**src/hw/rtl/nrmc_pkg.sv**
```systemverilog
// Shared types, character codes and tables for the RMC position parser.
package nrmc_pkg;

  localparam int AccW    = 31;  // field magnitude, saturates at 2^31-1
  localparam int CharsW  = 4;   // characters counted per field
  localparam int FracW   = 3;   // fraction digits kept per field
  localparam int PowW    = 17;  // wide enough for 10^5
  localparam int ValueW  = 32;
  localparam int StatusW = 3;

  localparam logic [AccW-1:0] SatMax = {AccW{1'b1}};

  localparam logic [7:0] ChDollar = 8'h24;  // '$'
  localparam logic [7:0] ChComma  = 8'h2c;  // ','
  localparam logic [7:0] ChPoint  = 8'h2e;  // '.'
  localparam logic [7:0] ChZero   = 8'h30;  // '0'
  localparam logic [7:0] ChNine   = 8'h39;  // '9'
  localparam logic [7:0] ChA      = 8'h41;  // 'A'
  localparam logic [7:0] ChC      = 8'h43;  // 'C'
  localparam logic [7:0] ChE      = 8'h45;  // 'E'
  localparam logic [7:0] ChG      = 8'h47;  // 'G'
  localparam logic [7:0] ChM      = 8'h4d;  // 'M'
  localparam logic [7:0] ChN      = 8'h4e;  // 'N'
  localparam logic [7:0] ChP      = 8'h50;  // 'P'
  localparam logic [7:0] ChR      = 8'h52;  // 'R'
  localparam logic [7:0] ChS      = 8'h53;  // 'S'
  localparam logic [7:0] ChW      = 8'h57;  // 'W'

  typedef enum logic [3:0] {
    PH_HUNT  = 4'd0,
    PH_HDR0  = 4'd1,
    PH_HDR1  = 4'd2,
    PH_HDR2  = 4'd3,
    PH_HDR3  = 4'd4,
    PH_HDR4  = 4'd5,
    PH_HDR5  = 4'd6,
    PH_SKIP  = 4'd7,
    PH_DROP  = 4'd8,
    PH_LAT   = 4'd9,
    PH_NS    = 4'd10,
    PH_COMMA = 4'd11,
    PH_LON   = 4'd12,
    PH_EW    = 4'd13
  } phase_e;

  typedef enum logic [StatusW-1:0] {
    ST_OK        = 3'd0,
    ST_HEADER    = 3'd1,
    ST_BAD_NS    = 3'd2,
    ST_NO_COMMA  = 3'd3,
    ST_BAD_EW    = 3'd4
  } status_e;

  // Per-field gather state, shared by latitude and longitude.
  typedef struct packed {
    logic [CharsW-1:0] chars;
    logic [FracW-1:0]  frac;
    logic              point;
    logic              stopped;
  } field_t;

  typedef struct packed {
    logic [ValueW-1:0] lat;
    logic [ValueW-1:0] lon;
    status_e           status;
  } result_t;

  // Expected header character ("GPRMC,") for each header phase.
  function automatic logic [7:0] hdr_char(input phase_e ph);
    logic [7:0] c;
    case (ph)
      PH_HDR0: c = ChG;
      PH_HDR1: c = ChP;
      PH_HDR2: c = ChR;
      PH_HDR3: c = ChM;
      PH_HDR4: c = ChC;
      PH_HDR5: c = ChComma;
      default: c = 8'h00;
    endcase
    return c;
  endfunction

  function automatic logic [PowW-1:0] pow10(input logic [FracW-1:0] k);
    logic [PowW-1:0] p;
    case (k)
      3'd0:    p = 17'd1;
      3'd1:    p = 17'd10;
      3'd2:    p = 17'd100;
      3'd3:    p = 17'd1000;
      3'd4:    p = 17'd10000;
      3'd5:    p = 17'd100000;
      default: p = 17'd1;
    endcase
    return p;
  endfunction

endpackage

```
**src/hw/rtl/nmea_rmc_position_parser.sv**
```systemverilog
// Top level: NMEA RMC position parser with input and result registers.
//
//   channel | valid      | ready      | payload
//   --------+------------+------------+---------------------------------------------
//   in      | in_valid_i | in_ready_o | rx_byte_i
//   out     | out_valid_o| out_ready_i| latitude_value_o, longitude_value_o,
//           |            |            | parse_status_o
//
// One byte per cycle sustained unless a sentence end waits on a full result register;
// out_valid_o rises once the byte closing its sentence has passed the input register
// and the result register. The state machine processes the byte in the input register.
// It waits only if it closes a sentence while the result register is still full.
// Reset returns the parser to hunting for '$' with empty accumulators.
module nmea_rmc_position_parser import nrmc_pkg::*; #(
  parameter int MaxFieldChars = 12,
  parameter int FracDigits    = 5
) (
  input  logic                      clk_i,
  input  logic                      rst_ni,
  input  logic                      in_valid_i,
  output logic                      in_ready_o,
  input  logic [7:0]                rx_byte_i,
  output logic                      out_valid_o,
  input  logic                      out_ready_i,
  output logic signed [ValueW-1:0]  latitude_value_o,
  output logic signed [ValueW-1:0]  longitude_value_o,
  output logic [StatusW-1:0]        parse_status_o
);

  logic       in_valid_q;
  logic [7:0] in_byte_q;
  logic       out_valid_q;
  result_t    result_q;

  logic       core_emit;
  result_t    core_result;
  logic       core_take;
  logic       out_free;

  assign out_free   = !out_valid_q || out_ready_i;
  assign core_take  = in_valid_q && (!core_emit || out_free);
  assign in_ready_o = !in_valid_q || core_take;

  nrmc_parse_core #(
    .MaxFieldChars(MaxFieldChars),
    .FracDigits   (FracDigits)
  ) u_core (
    .clk_i   (clk_i),
    .rst_ni  (rst_ni),
    .take_i  (core_take),
    .char_i  (in_byte_q),
    .emit_o  (core_emit),
    .result_o(core_result)
  );

  always_ff @(posedge clk_i or negedge rst_ni) begin
    if (!rst_ni) begin
      in_valid_q <= 1'b0;
    end else if (in_ready_o) begin
      in_valid_q <= in_valid_i;
    end
  end

  always_ff @(posedge clk_i) begin
    if (in_ready_o && in_valid_i) begin
      in_byte_q <= rx_byte_i;
    end
  end

  always_ff @(posedge clk_i or negedge rst_ni) begin
    if (!rst_ni) begin
      out_valid_q <= 1'b0;
    end else if (core_take && core_emit) begin
      out_valid_q <= 1'b1;
    end else if (out_ready_i) begin
      out_valid_q <= 1'b0;
    end
  end

  always_ff @(posedge clk_i) begin
    if (core_take && core_emit) begin
      result_q <= core_result;
    end
  end

  assign out_valid_o       = out_valid_q;
  assign latitude_value_o  = result_q.lat;
  assign longitude_value_o = result_q.lon;
  assign parse_status_o    = result_q.status;

endmodule

```
**src/hw/rtl/nrmc_field_unit.sv**
```systemverilog
// Digit accumulate step and closing scale for one numeric field.
module nrmc_field_unit import nrmc_pkg::*; #(
  parameter int MaxFieldChars = 12,
  parameter int FracDigits    = 5
) (
  input  logic [7:0]      char_i,
  input  logic [AccW-1:0] acc_i,
  input  field_t          field_i,
  output logic [AccW-1:0] acc_feed_o,
  output field_t          field_feed_o,
  output logic [AccW-1:0] acc_final_o
);

  localparam int ScaleExp = FracDigits - 2;
  localparam int KeepFrac = (ScaleExp > 0) ? ScaleExp : 0;
  localparam logic [CharsW-1:0] MaxChars = CharsW'(MaxFieldChars);
  localparam logic [FracW-1:0]  KeepW    = FracW'(KeepFrac);

  logic             is_digit;
  logic [3:0]       digit;
  logic [AccW+3:0]  mac;
  logic [AccW-1:0]  acc_sat;

  assign is_digit = (char_i >= ChZero) && (char_i <= ChNine);
  assign digit    = 4'(char_i - ChZero);
  // acc*10 + d, saturating
  assign mac      = ({4'b0, acc_i} << 3) + ({4'b0, acc_i} << 1) + (AccW+4)'(digit);
  assign acc_sat  = (mac > (AccW+4)'(SatMax)) ? SatMax : mac[AccW-1:0];

  always_comb begin
    acc_feed_o   = acc_i;
    field_feed_o = field_i;
    if (field_i.chars < MaxChars) begin
      field_feed_o.chars = field_i.chars + 1'b1;
      if (!field_i.stopped) begin
        if (is_digit) begin
          if (!field_i.point) begin
            acc_feed_o = acc_sat;
          end else if (field_i.frac < KeepW) begin
            acc_feed_o        = acc_sat;
            field_feed_o.frac = field_i.frac + 1'b1;
          end
        end else if ((char_i == ChPoint) && !field_i.point) begin
          field_feed_o.point = 1'b1;
        end else begin
          field_feed_o.stopped = 1'b1;
        end
      end
    end
  end

  generate
    if (ScaleExp < 0) begin : g_div10
      // x/10 by reciprocal multiply, exact for 32-bit x
      logic [AccW+31:0] recip_prod;
      assign recip_prod  = {32'b0, acc_i} * {{AccW{1'b0}}, 32'hcccccccd};
      assign acc_final_o = AccW'(recip_prod[AccW+31:35]);
    end else begin : g_scale
      localparam logic [FracW-1:0] ScaleW = FracW'(ScaleExp);
      logic [AccW+PowW-1:0] prod;
      assign prod        = {{PowW{1'b0}}, acc_i} * {{AccW{1'b0}}, pow10(ScaleW - field_i.frac)};
      assign acc_final_o = (prod > (AccW+PowW)'(SatMax)) ? SatMax : prod[AccW-1:0];
    end
  endgenerate

endmodule

```
**src/hw/rtl/nrmc_parse_core.sv**
```systemverilog
// Sentence state machine with latitude/longitude accumulators.
module nrmc_parse_core import nrmc_pkg::*; #(
  parameter int MaxFieldChars = 12,
  parameter int FracDigits    = 5
) (
  input  logic       clk_i,
  input  logic       rst_ni,
  input  logic       take_i,
  input  logic [7:0] char_i,
  output logic       emit_o,
  output result_t    result_o
);

  phase_e          phase_q, phase_d;
  logic [AccW-1:0] lat_q, lat_d, lon_q, lon_d;
  field_t          field_q, field_d;
  logic            lat_neg_q, lat_neg_d;

  logic [AccW-1:0]   acc_sel, acc_feed, acc_final;
  field_t            field_feed;
  logic [ValueW-1:0] lat_mag, lat_signed, lon_mag;

  assign acc_sel = (phase_q == PH_LON) ? lon_q : lat_q;

  nrmc_field_unit #(
    .MaxFieldChars(MaxFieldChars),
    .FracDigits   (FracDigits)
  ) u_field (
    .char_i      (char_i),
    .acc_i       (acc_sel),
    .field_i     (field_q),
    .acc_feed_o  (acc_feed),
    .field_feed_o(field_feed),
    .acc_final_o (acc_final)
  );

  assign lat_mag    = {1'b0, lat_q};
  assign lat_signed = lat_neg_q ? (ValueW'(0) - lat_mag) : lat_mag;
  assign lon_mag    = {1'b0, lon_q};

  always_comb begin
    phase_d   = phase_q;
    lat_d     = lat_q;
    lon_d     = lon_q;
    field_d   = field_q;
    lat_neg_d = lat_neg_q;
    emit_o    = 1'b0;
    result_o  = '{lat: '0, lon: '0, status: ST_OK};
    case (phase_q)
      PH_HUNT: begin
        if (char_i == ChDollar) begin
          lat_d     = '0;
          lon_d     = '0;
          lat_neg_d = 1'b0;
          field_d   = '0;
          phase_d   = PH_HDR0;
        end
      end
      PH_HDR0, PH_HDR1, PH_HDR2, PH_HDR3, PH_HDR4, PH_HDR5: begin
        if (char_i != hdr_char(phase_q)) begin
          emit_o          = 1'b1;
          result_o.status = ST_HEADER;
          phase_d         = PH_HUNT;
        end else begin
          phase_d = phase_e'(phase_q + 4'd1);  // last header step lands on skip
        end
      end
      PH_SKIP: begin
        if (char_i == ChA) begin
          phase_d = PH_DROP;
        end
      end
      PH_DROP: begin
        phase_d = PH_LAT;
      end
      PH_LAT: begin
        if (char_i == ChComma) begin
          lat_d   = acc_final;
          phase_d = PH_NS;
        end else begin
          lat_d   = acc_feed;
          field_d = field_feed;
        end
      end
      PH_NS: begin
        if ((char_i == ChN) || (char_i == ChS)) begin
          lat_neg_d = (char_i == ChS);
          phase_d   = PH_COMMA;
        end else begin
          emit_o          = 1'b1;
          result_o.lat    = lat_mag;
          result_o.status = ST_BAD_NS;
          phase_d         = PH_HUNT;
        end
      end
      PH_COMMA: begin
        if (char_i == ChComma) begin
          field_d = '0;
          phase_d = PH_LON;
        end else begin
          emit_o          = 1'b1;
          result_o.lat    = lat_signed;
          result_o.status = ST_NO_COMMA;
          phase_d         = PH_HUNT;
        end
      end
      PH_LON: begin
        if (char_i == ChComma) begin
          lon_d   = acc_final;
          phase_d = PH_EW;
        end else begin
          lon_d   = acc_feed;
          field_d = field_feed;
        end
      end
      PH_EW: begin
        emit_o       = 1'b1;
        result_o.lat = lat_signed;
        phase_d      = PH_HUNT;
        if (char_i == ChW) begin
          result_o.lon = ValueW'(0) - lon_mag;
        end else begin
          result_o.lon = lon_mag;
        end
        if ((char_i != ChE) && (char_i != ChW)) begin
          result_o.status = ST_BAD_EW;
        end
      end
      default: begin
        phase_d = PH_HUNT;
      end
    endcase
  end

  always_ff @(posedge clk_i or negedge rst_ni) begin
    if (!rst_ni) begin
      phase_q   <= PH_HUNT;
      lat_q     <= '0;
      lon_q     <= '0;
      field_q   <= '0;
      lat_neg_q <= 1'b0;
    end else if (take_i) begin
      phase_q   <= phase_d;
      lat_q     <= lat_d;
      lon_q     <= lon_d;
      field_q   <= field_d;
      lat_neg_q <= lat_neg_d;
    end
  end

endmodule
```
**config.mk**
```make
export PLATFORM = sky130hd
export DESIGN_NAME = nmea_rmc_position_parser
export DESIGN_NICKNAME = d
export VERILOG_FILES = /design/src/hw/rtl/nrmc_pkg.sv /design/src/hw/rtl/nmea_rmc_position_parser.sv /design/src/hw/rtl/nrmc_field_unit.sv /design/src/hw/rtl/nrmc_parse_core.sv
export SDC_FILE = /design/constraint.sdc
export NUM_CORES = 1
export LEC_CHECK = 0
export BUFFER_PORTS_ARGS = -buffer_cell sky130_fd_sc_hd__buf_2
export CORE_AREA = 8 8 283 216
export CTS_CLUSTER_DIAMETER = 80
export DETAILED_ROUTE_END_ITERATION = 12
export DIE_AREA = 0 0 291 224
export MAX_ROUTING_LAYER = met4
export SKIP_LAST_GASP = 1
export SLEW_MARGIN = 20
export SYNTH_ARGS = -nofsm -noshare
export SYNTH_HDL_FRONTEND = slang
export SYNTH_SLANG_ARGS = --single-unit
```
**constraint.sdc**
```tcl
create_clock -name clk_i -period 22.2 [get_ports clk_i]
set_input_delay 0 -clock clk_i [delete_from_list [all_inputs] [get_ports clk_i]]
set_output_delay 0 -clock clk_i [all_outputs]
set_load 0.05 [all_outputs]
```
# --- Word level (Yosys, flattened, before mapping) ---
# Cells that the tools add are included.
classes:
  add_sub_neg: 9
  multipliers: 1
  n_lt_le_gt_ge: 6
  eq_ne: 42
  n_mux: 54
  n_reduce_logical: 30
ops:
  columns: ["op", "n"]
  rows:
  - ["31-bit 2-to-1 mux", 12]
  - ["31-bit one-hot mux with 2 select lines", 2]
  - ["32-bit one-hot mux with 3 select lines", 1]
  - ["17-bit one-hot mux with 5 select lines", 1]
  - ["32-bit 2-to-1 mux", 2]
  - ["1-bit by 31-bit subtractor with 32-bit output, first input constant", 2]
  - ["48-bit by 31-bit > comparator with 1-bit output, second input constant", 1]
  - ["31-bit by 17-bit multiplier with 48-bit output", 1]
  - ["7-bit one-hot mux with 6 select lines", 1]
  - ["9-bit 2-to-1 mux", 4]
  - ["34-bit by 32-bit adder with 35-bit output", 1]
  - ["35-bit by 4-bit adder with 35-bit output", 1]
  - ["35-bit by 31-bit > comparator with 1-bit output, second input constant", 1]
  - ["8-bit by 7-bit == test with 1-bit output, second input constant", 4]
  - ["4-bit one-hot mux with 8 select lines", 1]
  - ["4-bit 2-to-1 mux", 7]
  - ["9-bit one-hot mux with 3 select lines", 1]
  - ["4-bit == test, second input constant", 6]
  - ["8-bit by 6-bit == test with 1-bit output, second input constant", 3]
  - ["2-bit by 1-bit != test with 1-bit output, second input constant", 10]
  - ["4-bit by 3-bit == test with 1-bit output, second input constant", 4]
  - ["8-bit by 7-bit != test with 1-bit output, second input constant", 2]
  - ["3-bit 2-to-1 mux", 4]
  - ["3-bit one-hot mux with 4 select lines", 1]
  - ["other kinds (36)", 69]
totals:
  register_bits: 153
  inputBits: 12
  output_inout_bits: 69

# --- Longest topological paths before layout ---
logic_depth:
  ltp_word: 13
  depth_mapped: 37
  mapped_depth_nobuf: 31

# --- By module ---
# Synthesis repeated with hierarchy kept, for this count alone.
unflattened:
  cells_unflattened: 3065
  area_unflattened_um2: 26526.7
by_module_without_submodules:
  columns: ["mod", "n_inst", "cells_per_inst", "area_per_inst_um2"]
  rows:
  - ["nrmc_field_unit", 1, 2209, 17997.3]
  - ["nrmc_parse_core", 1, 771, 6170.9]
  - ["nmea_rmc_position_parser", 1, 85, 2358.5]

# --- Worst setup path before layout ---
# Ideal clock, no wire load.
synth_timing:
  path_type: "register to register"
  from: "reg u_core.phase_q[0]"
  to: "reg u_core.lat_q[21]"
  arrival_time_ns: 8.855
  required_time_ns: 22.078
  path_slack_ns: 13.223
  stages_incl_launch_ff: 33
  n_path_buf: 4
  synth_period_minus_slack_ns: 8.977
  path_cell_list: "dfrtp_1 > inv_1 > ha_1 > clkbuf_1 > nand3_1 > buf_1 > mux2i_1 > clkinv_1 > and2_1 > fa_1 > inv_1 > fa_1 > fa_1 > inv_1 > fa_1 > fa_1 > inv_1 > fa_1 > inv_1 > ha_1 > clkbuf_1 > nand4_1 > nor3_1 > o21ai_0 > a2111oi_0 > o21ai_0 > mux2i_1 > nor4b_1 > and4_1 > nand4_1 > clkbuf_1 > o22a_1 > a32o_1"
synth_between:
  elab_chain_len: 13
  elab_cells_between_ends: 39
synth_rtl:
  columns: ["item", "line_no", "text"]
  rows:
  - ["start: declaration", "nrmc_parse_core.sv:14", "phase_e phase_q, phase_d;"]
  - ["start signal: assignment", "nrmc_parse_core.sv:143", "phase_q <= phase_d;"]
  - ["4-bit == test", "nrmc_parse_core.sv:23", "assign acc_sel = (phase_q == PH_LON) ? lon_q : lat_q;"]
  - ["31-bit 2-to-1 mux", "nrmc_parse_core.sv:23", null]
  - ["34-bit by 32-bit adder with 35-bit output", "nrmc_field_unit.sv:27", "assign mac = ({4'b0, acc_i} << 3) + ({4'b0, acc_i} << 1) + (AccW+4)'(digit);"]
  - ["35-bit by 4-bit adder with 35-bit output", "nrmc_field_unit.sv:27", null]
  - ["35-bit by 31-bit > comparator with 1-bit output", "nrmc_field_unit.sv:28", "assign acc_sat = (mac > (AccW+4)'(SatMax)) ? SatMax : mac[AccW-1:0];"]
  - ["31-bit 2-to-1 mux", "nrmc_field_unit.sv:28", null]
  - ["31-bit 2-to-1 mux", "nrmc_field_unit.sv:39", "end else if (field_i.frac < KeepW) begin"]
  - ["31-bit 2-to-1 mux", "nrmc_field_unit.sv:37", "if (!field_i.point) begin"]
  - ["31-bit 2-to-1 mux", "nrmc_field_unit.sv:36", "if (is_digit) begin"]
  - ["31-bit 2-to-1 mux", "nrmc_field_unit.sv:35", "if (!field_i.stopped) begin"]
  - ["31-bit 2-to-1 mux", "nrmc_field_unit.sv:33", "if (field_i.chars < MaxChars) begin"]
  - ["31-bit 2-to-1 mux", "nrmc_parse_core.sv:77", "if (char_i == ChComma) begin"]
  - ["31-bit one-hot mux with 2 select lines", "nrmc_parse_core.sv:49", "case (phase_q)"]
  - ["end signal: assignment", "nrmc_parse_core.sv:144", "lat_q <= lat_d;"]
  - ["end: declaration", "nrmc_parse_core.sv:15", "logic [AccW-1:0] lat_q, lat_d, lon_q, lon_d;"]
# Parallel ways exist; a longest one is shown, timed or not. The select of a mux whose other input is x is not followed.
# A chain may end at the register's enable or synchronous reset.

# --- Worst setup path after layout ---
layout_timing:
  from: "reg u_core.phase_q[0]"
  to: "reg u_core.lon_q[20]"
layout_between:
  elab_chain_len: 13
  elab_cells_between_ends: 38
layout_rtl:
  columns: ["item", "line_no", "text"]
  rows:
  - ["4-bit == test", "nrmc_parse_core.sv:23, nrmc_parse_core.sv:49", null]
  - ["31-bit 2-to-1 mux", "nrmc_parse_core.sv:23", null]
  - ["34-bit by 32-bit adder with 35-bit output", "nrmc_field_unit.sv:27", null]
  - ["35-bit by 4-bit adder with 35-bit output", "nrmc_field_unit.sv:27", null]
  - ["35-bit by 31-bit > comparator with 1-bit output", "nrmc_field_unit.sv:28", null]
  - ["31-bit 2-to-1 mux", "nrmc_field_unit.sv:28", null]
  - ["31-bit 2-to-1 mux", "nrmc_field_unit.sv:39", null]
  - ["31-bit 2-to-1 mux", "nrmc_field_unit.sv:37", null]
  - ["31-bit 2-to-1 mux", "nrmc_field_unit.sv:36", null]
  - ["31-bit 2-to-1 mux", "nrmc_field_unit.sv:35", null]
  - ["31-bit 2-to-1 mux", "nrmc_field_unit.sv:33", null]
  - ["31-bit 2-to-1 mux", "nrmc_parse_core.sv:108", "if (char_i == ChComma) begin"]
  - ["31-bit one-hot mux with 2 select lines", "nrmc_parse_core.sv:49", null]
  - ["end signal: assignment", "nrmc_parse_core.sv:145", "lon_q <= lon_d;"]
  - ["end: declaration", "nrmc_parse_core.sv:15", null]
# Parallel ways exist; a longest one is shown, timed or not. The select of a mux whose other input is x is not followed.

==> summary.txt <==
Cells and area
  – Fin nets: between 3k and 4k
  – Most frequent cells in the layout: inv_1 (559), nand2_1 (392), fa_1 (342), nor2_1 (253), ha_1 (241)
  – Fillers: approximately 5.5k
  – Most common cell after layout, fill and taps aside: inv_1
  – Layout cells sized above 1: 6.94%
  – Fin util: between 40% and 50%
  – Layout area overhead: 8.01%

CTS
  – Clk root buf: clkbuf_16
  – Clock buffer depth: 2
  – Post-CTS sizing: 0
  – # clock sinks: 153
  – CTS tree: yes
  – Hold-fix buffer count after cts: 12
  – Setup Fix Bufs, Post-CTS: 0
  – Worst-path clk slew: around 0.060 ns
  – Number of CTS-inserted buffers: 17
  – Worst skew pair latency: about 0.45 ns
  – Htree depth: 4

Global routing
  – Initial antenna violation count: 3
  – Vias in the first global route: approximately 22k
  – Tot GR Track Use: a little over a quarter
  – GR Overflow Total: 0
  – Global-route wire length before repair: 132,000 µm
  – Largest net degree at the start of global routing: 68

Synthesis
  – Post-Syn Area: around 0.025 mm²
  – Post-synthesis mux area share: 1.04%
  – Synth Instances: ~3.0k
  – Seq/Total Area, Yosys: 16.7%
  – Number of flops mapped to enable cells by yosys: 75
  – Synthesis-stage register bit count: 153
  – Top_reg_cell synth: dfrtp_1
  – Synth Area in Simple Gates: ~16%
  – Post-synthesis async set-or-reset flop share: ~50%
  – Largest family of logic cells by synthesized area: adder cells
  – Netlist cell types: 84
  – Synth warn: 0
  – Syn Nets: 3,604
  – Syn Area/Cell: around 8.4 µm²
  – Post-Synth Adder-Cell Area: 39.2%
  – Post-Synth XOR/XNOR Area: 3.16%
  – Compound-Gate Fraction of Synth Area: a little over an eighth

Die
  – Initial core utilization: between 40% and 50%
  – Core ar.: approximately 0.057 mm²
  – Die area: between 0.06 and 0.07 mm²
  – Num rows: 76
  – Die width: between 200 and 300 µm
  – Ports: between 80 and 90
  – Die span in y: between 200 and 250 µm

Flow run
  – Max Cap Viol: 0

Worst setup path
  – Crit path max fanout: 31
  – CP max stage cell: mux2i_2
  – Crit path launch: u_core.phase_q[0]
  – Nature of the critical path startpoint: flip-flop
  – Crit Path Class: reg2reg
  – CP endpoint kind: flip-flop
  – Worst r2r src: u_core.phase_q[0]
  – CP Data Arrival Time: ~11 ns
  – Largest stage delay, worst path: 0.92 ns
  – CP dominant cell by count: fa_1
  – Worst Reg-to-Reg Cells: 30
  – CP Data Required Time: approximately 23 ns

STA
  – Slew Viols, Final: 0
  – Hold Fails Final Rpt: 0
  – # setup viols final: 0
  – Setup tns final: 0 ns
  – RSZ-0062 raised after global routing: false
  – Clk_skew: roughly 0.014 ns
  – Tcrit/Tclk final: between 40 and 50%
  – Tmin final: roughly 11 ns
  – Highest Clock Rate: roughly 94 MHz
  – Tightest Pin Transition: 1.08 ns
  – Max-slew headroom at the worst pin: 27.4%

Placed design
  – Routability cong.: between 0.9 and 1
  – DP HPWL: between 60,000 and 70,000 µm
  – IO buf count: 80

Pwr
  – Clock power share: around 30%
  – Comb pwr share: between 30% and 40%
  – Switch share: slightly above 40%
  – Pwr Total: a little over 0.9 mW
  – Cell Pwr Density: around 34 mW/mm²
  – Sw Pwr: approximately 0.38 mW
  – Flop pwr share: 39.7%
  – Leak: about 14 nW
  – Max VDD drop: roughly 0.055 mV
  – Int Power: 0.555 mW

Drt
  – Total number of vias: around 22k
  – Final wirelength: around 84,000 µm
  – Post-DR wirelength/cell: between 20 and 25 µm
  – Drt drc: 0
  – DRT Pass-1 Iters: 8
  – Via/cell ratio: 5.77
  – Routed Antenna Nets: 0
  – DR iter-0 viols: ~2.1k

Min path
  – Hold_sp: rx_byte_i[6]
  – Hold crit path type: in2reg
  – Hold path cells: 2

Run status
  – Status: finished, final reports clean
-- through the flow --
stage          setup WS [ns]  area (µm²)  std cells  hold WS (ns)
4_1_cts                11.76       27200       3811         0.255
3_5_place_dp           11.81       26600       3767        -0.125
5_1_grt                11.12       27200       3813         0.272
3_3_place_gp           11.40       26600       3767        -0.128
2_1_floorplan          13.22       25200       3007        -0.296
6_report               11.55       27200       3813         0.266
-- flip-flops by register name, summed over array words and instances (netlist names) --
| register | cells |
|---|---|
| parse_status_o | 3 |
| latitude_value_o | 32 |
| in_byte_q | 8 |
| u_core.lon_q | 31 |
| in_valid_q | 1 |
| u_core.lat_neg_q | 1 |
| out_valid_o | 1 |
| u_core.lat_q | 31 |
| u_core.field_q | 9 |
| u_core.phase_q | 4 |
| longitude_value_o | 32 |
-- layout make-up --
class                           instances  area (µm²)  area share (%)
Antenna cell                            2        5.00          0.0184
Clock buffer                           18         429            1.58
Clock inverter                         14         114           0.418
Inverter                              580        2180            8.00
Multi-Input combinational cell       2156       18400            67.7
Sequential cell                       153        4200            15.4
Tap cell                              741         927            3.41
Timing Repair Buffer                  149         951            3.49
-- synth_stat cells (all sizes together) (20+ instances only) --
cell type,n,area (µm²)
a21o,22,165
a21oi,172,861
and2,45,282
clkbuf,108,425
clkinv,20,75.1
dfrtp,78,1950
edfxtp,75,2250
fa,342,6850
ha,243,3040
inv,560,2100
mux2i,24,240
nand2,392,1470
nand3,21,105
nor2,256,961
nor3,38,190
o21ai,186,931
or3,23,170
xnor2,48,420
xor2,43,377
-- power groups by stage --
stage / Sequential, mW / Clock, mW / Combinational (mW)
after floorplan: 0.509 / 0 / 0.0819
after global placement: 0.376 / 0 / 0.284
after detailed placement: 0.377 / 0 / 0.287
after CTS: 0.372 / 0.278 / 0.289
after global routing: 0.376 / 0.291 / 0.303
final: 0.371 / 0.276 / 0.288
-- logic make-up (layout without fill, tap and decap cells) --
family                     after synthesis  count (layout)
DFF                                    153             153
buffers and inverters                  698             761
muxes                                   26              26
adders and majority gates              585             585
AOI/OAI and AO/OA                      566             566
and+or+nand+nor                        888             888
xor gates and xnor gates                91              91
other                                    0               2
-- per-layer routing --
layer / GRT usage, % / wire [µm] / up-vias
met5: - / 0 / -
met4: 5.81 / 1760 / 0
met3: 3.29 / 6950 / 110
met2: 39.4 / 36800 / 948
met1: 39.0 / 38900 / 11125
li1: - / - / 9808
-- worst max-delay path: cells and delay by family (launching register included) --
| kind | cells | cell delay [ns] |
|---|---|---|
| simple gates | 7 | 1.34 |
| buf+inv | 8 | 1.94 |
| fa+ha+maj | 8 | 3.79 |
| mux | 2 | 1.27 |
| compound gates | 5 | 1.67 |
| flops | 1 | 0.42 |
-- worst paths after layout --
path | slack [ns] | endpoint
setup / recovery | 11.55 | u_core.lon_q[20]
hold / removal | 0.27 | in_byte_q[6]
setup reg to reg | 11.55 | u_core.lon_q[20]
hold reg to reg | 0.51 | u_core.lat_q[15]
max in group asynchronous | 21.01 | u_core.field_q[8]
min in group asynchronous | 0.32 | u_core.phase_q[2]
(Power assumes the default switching activity.)
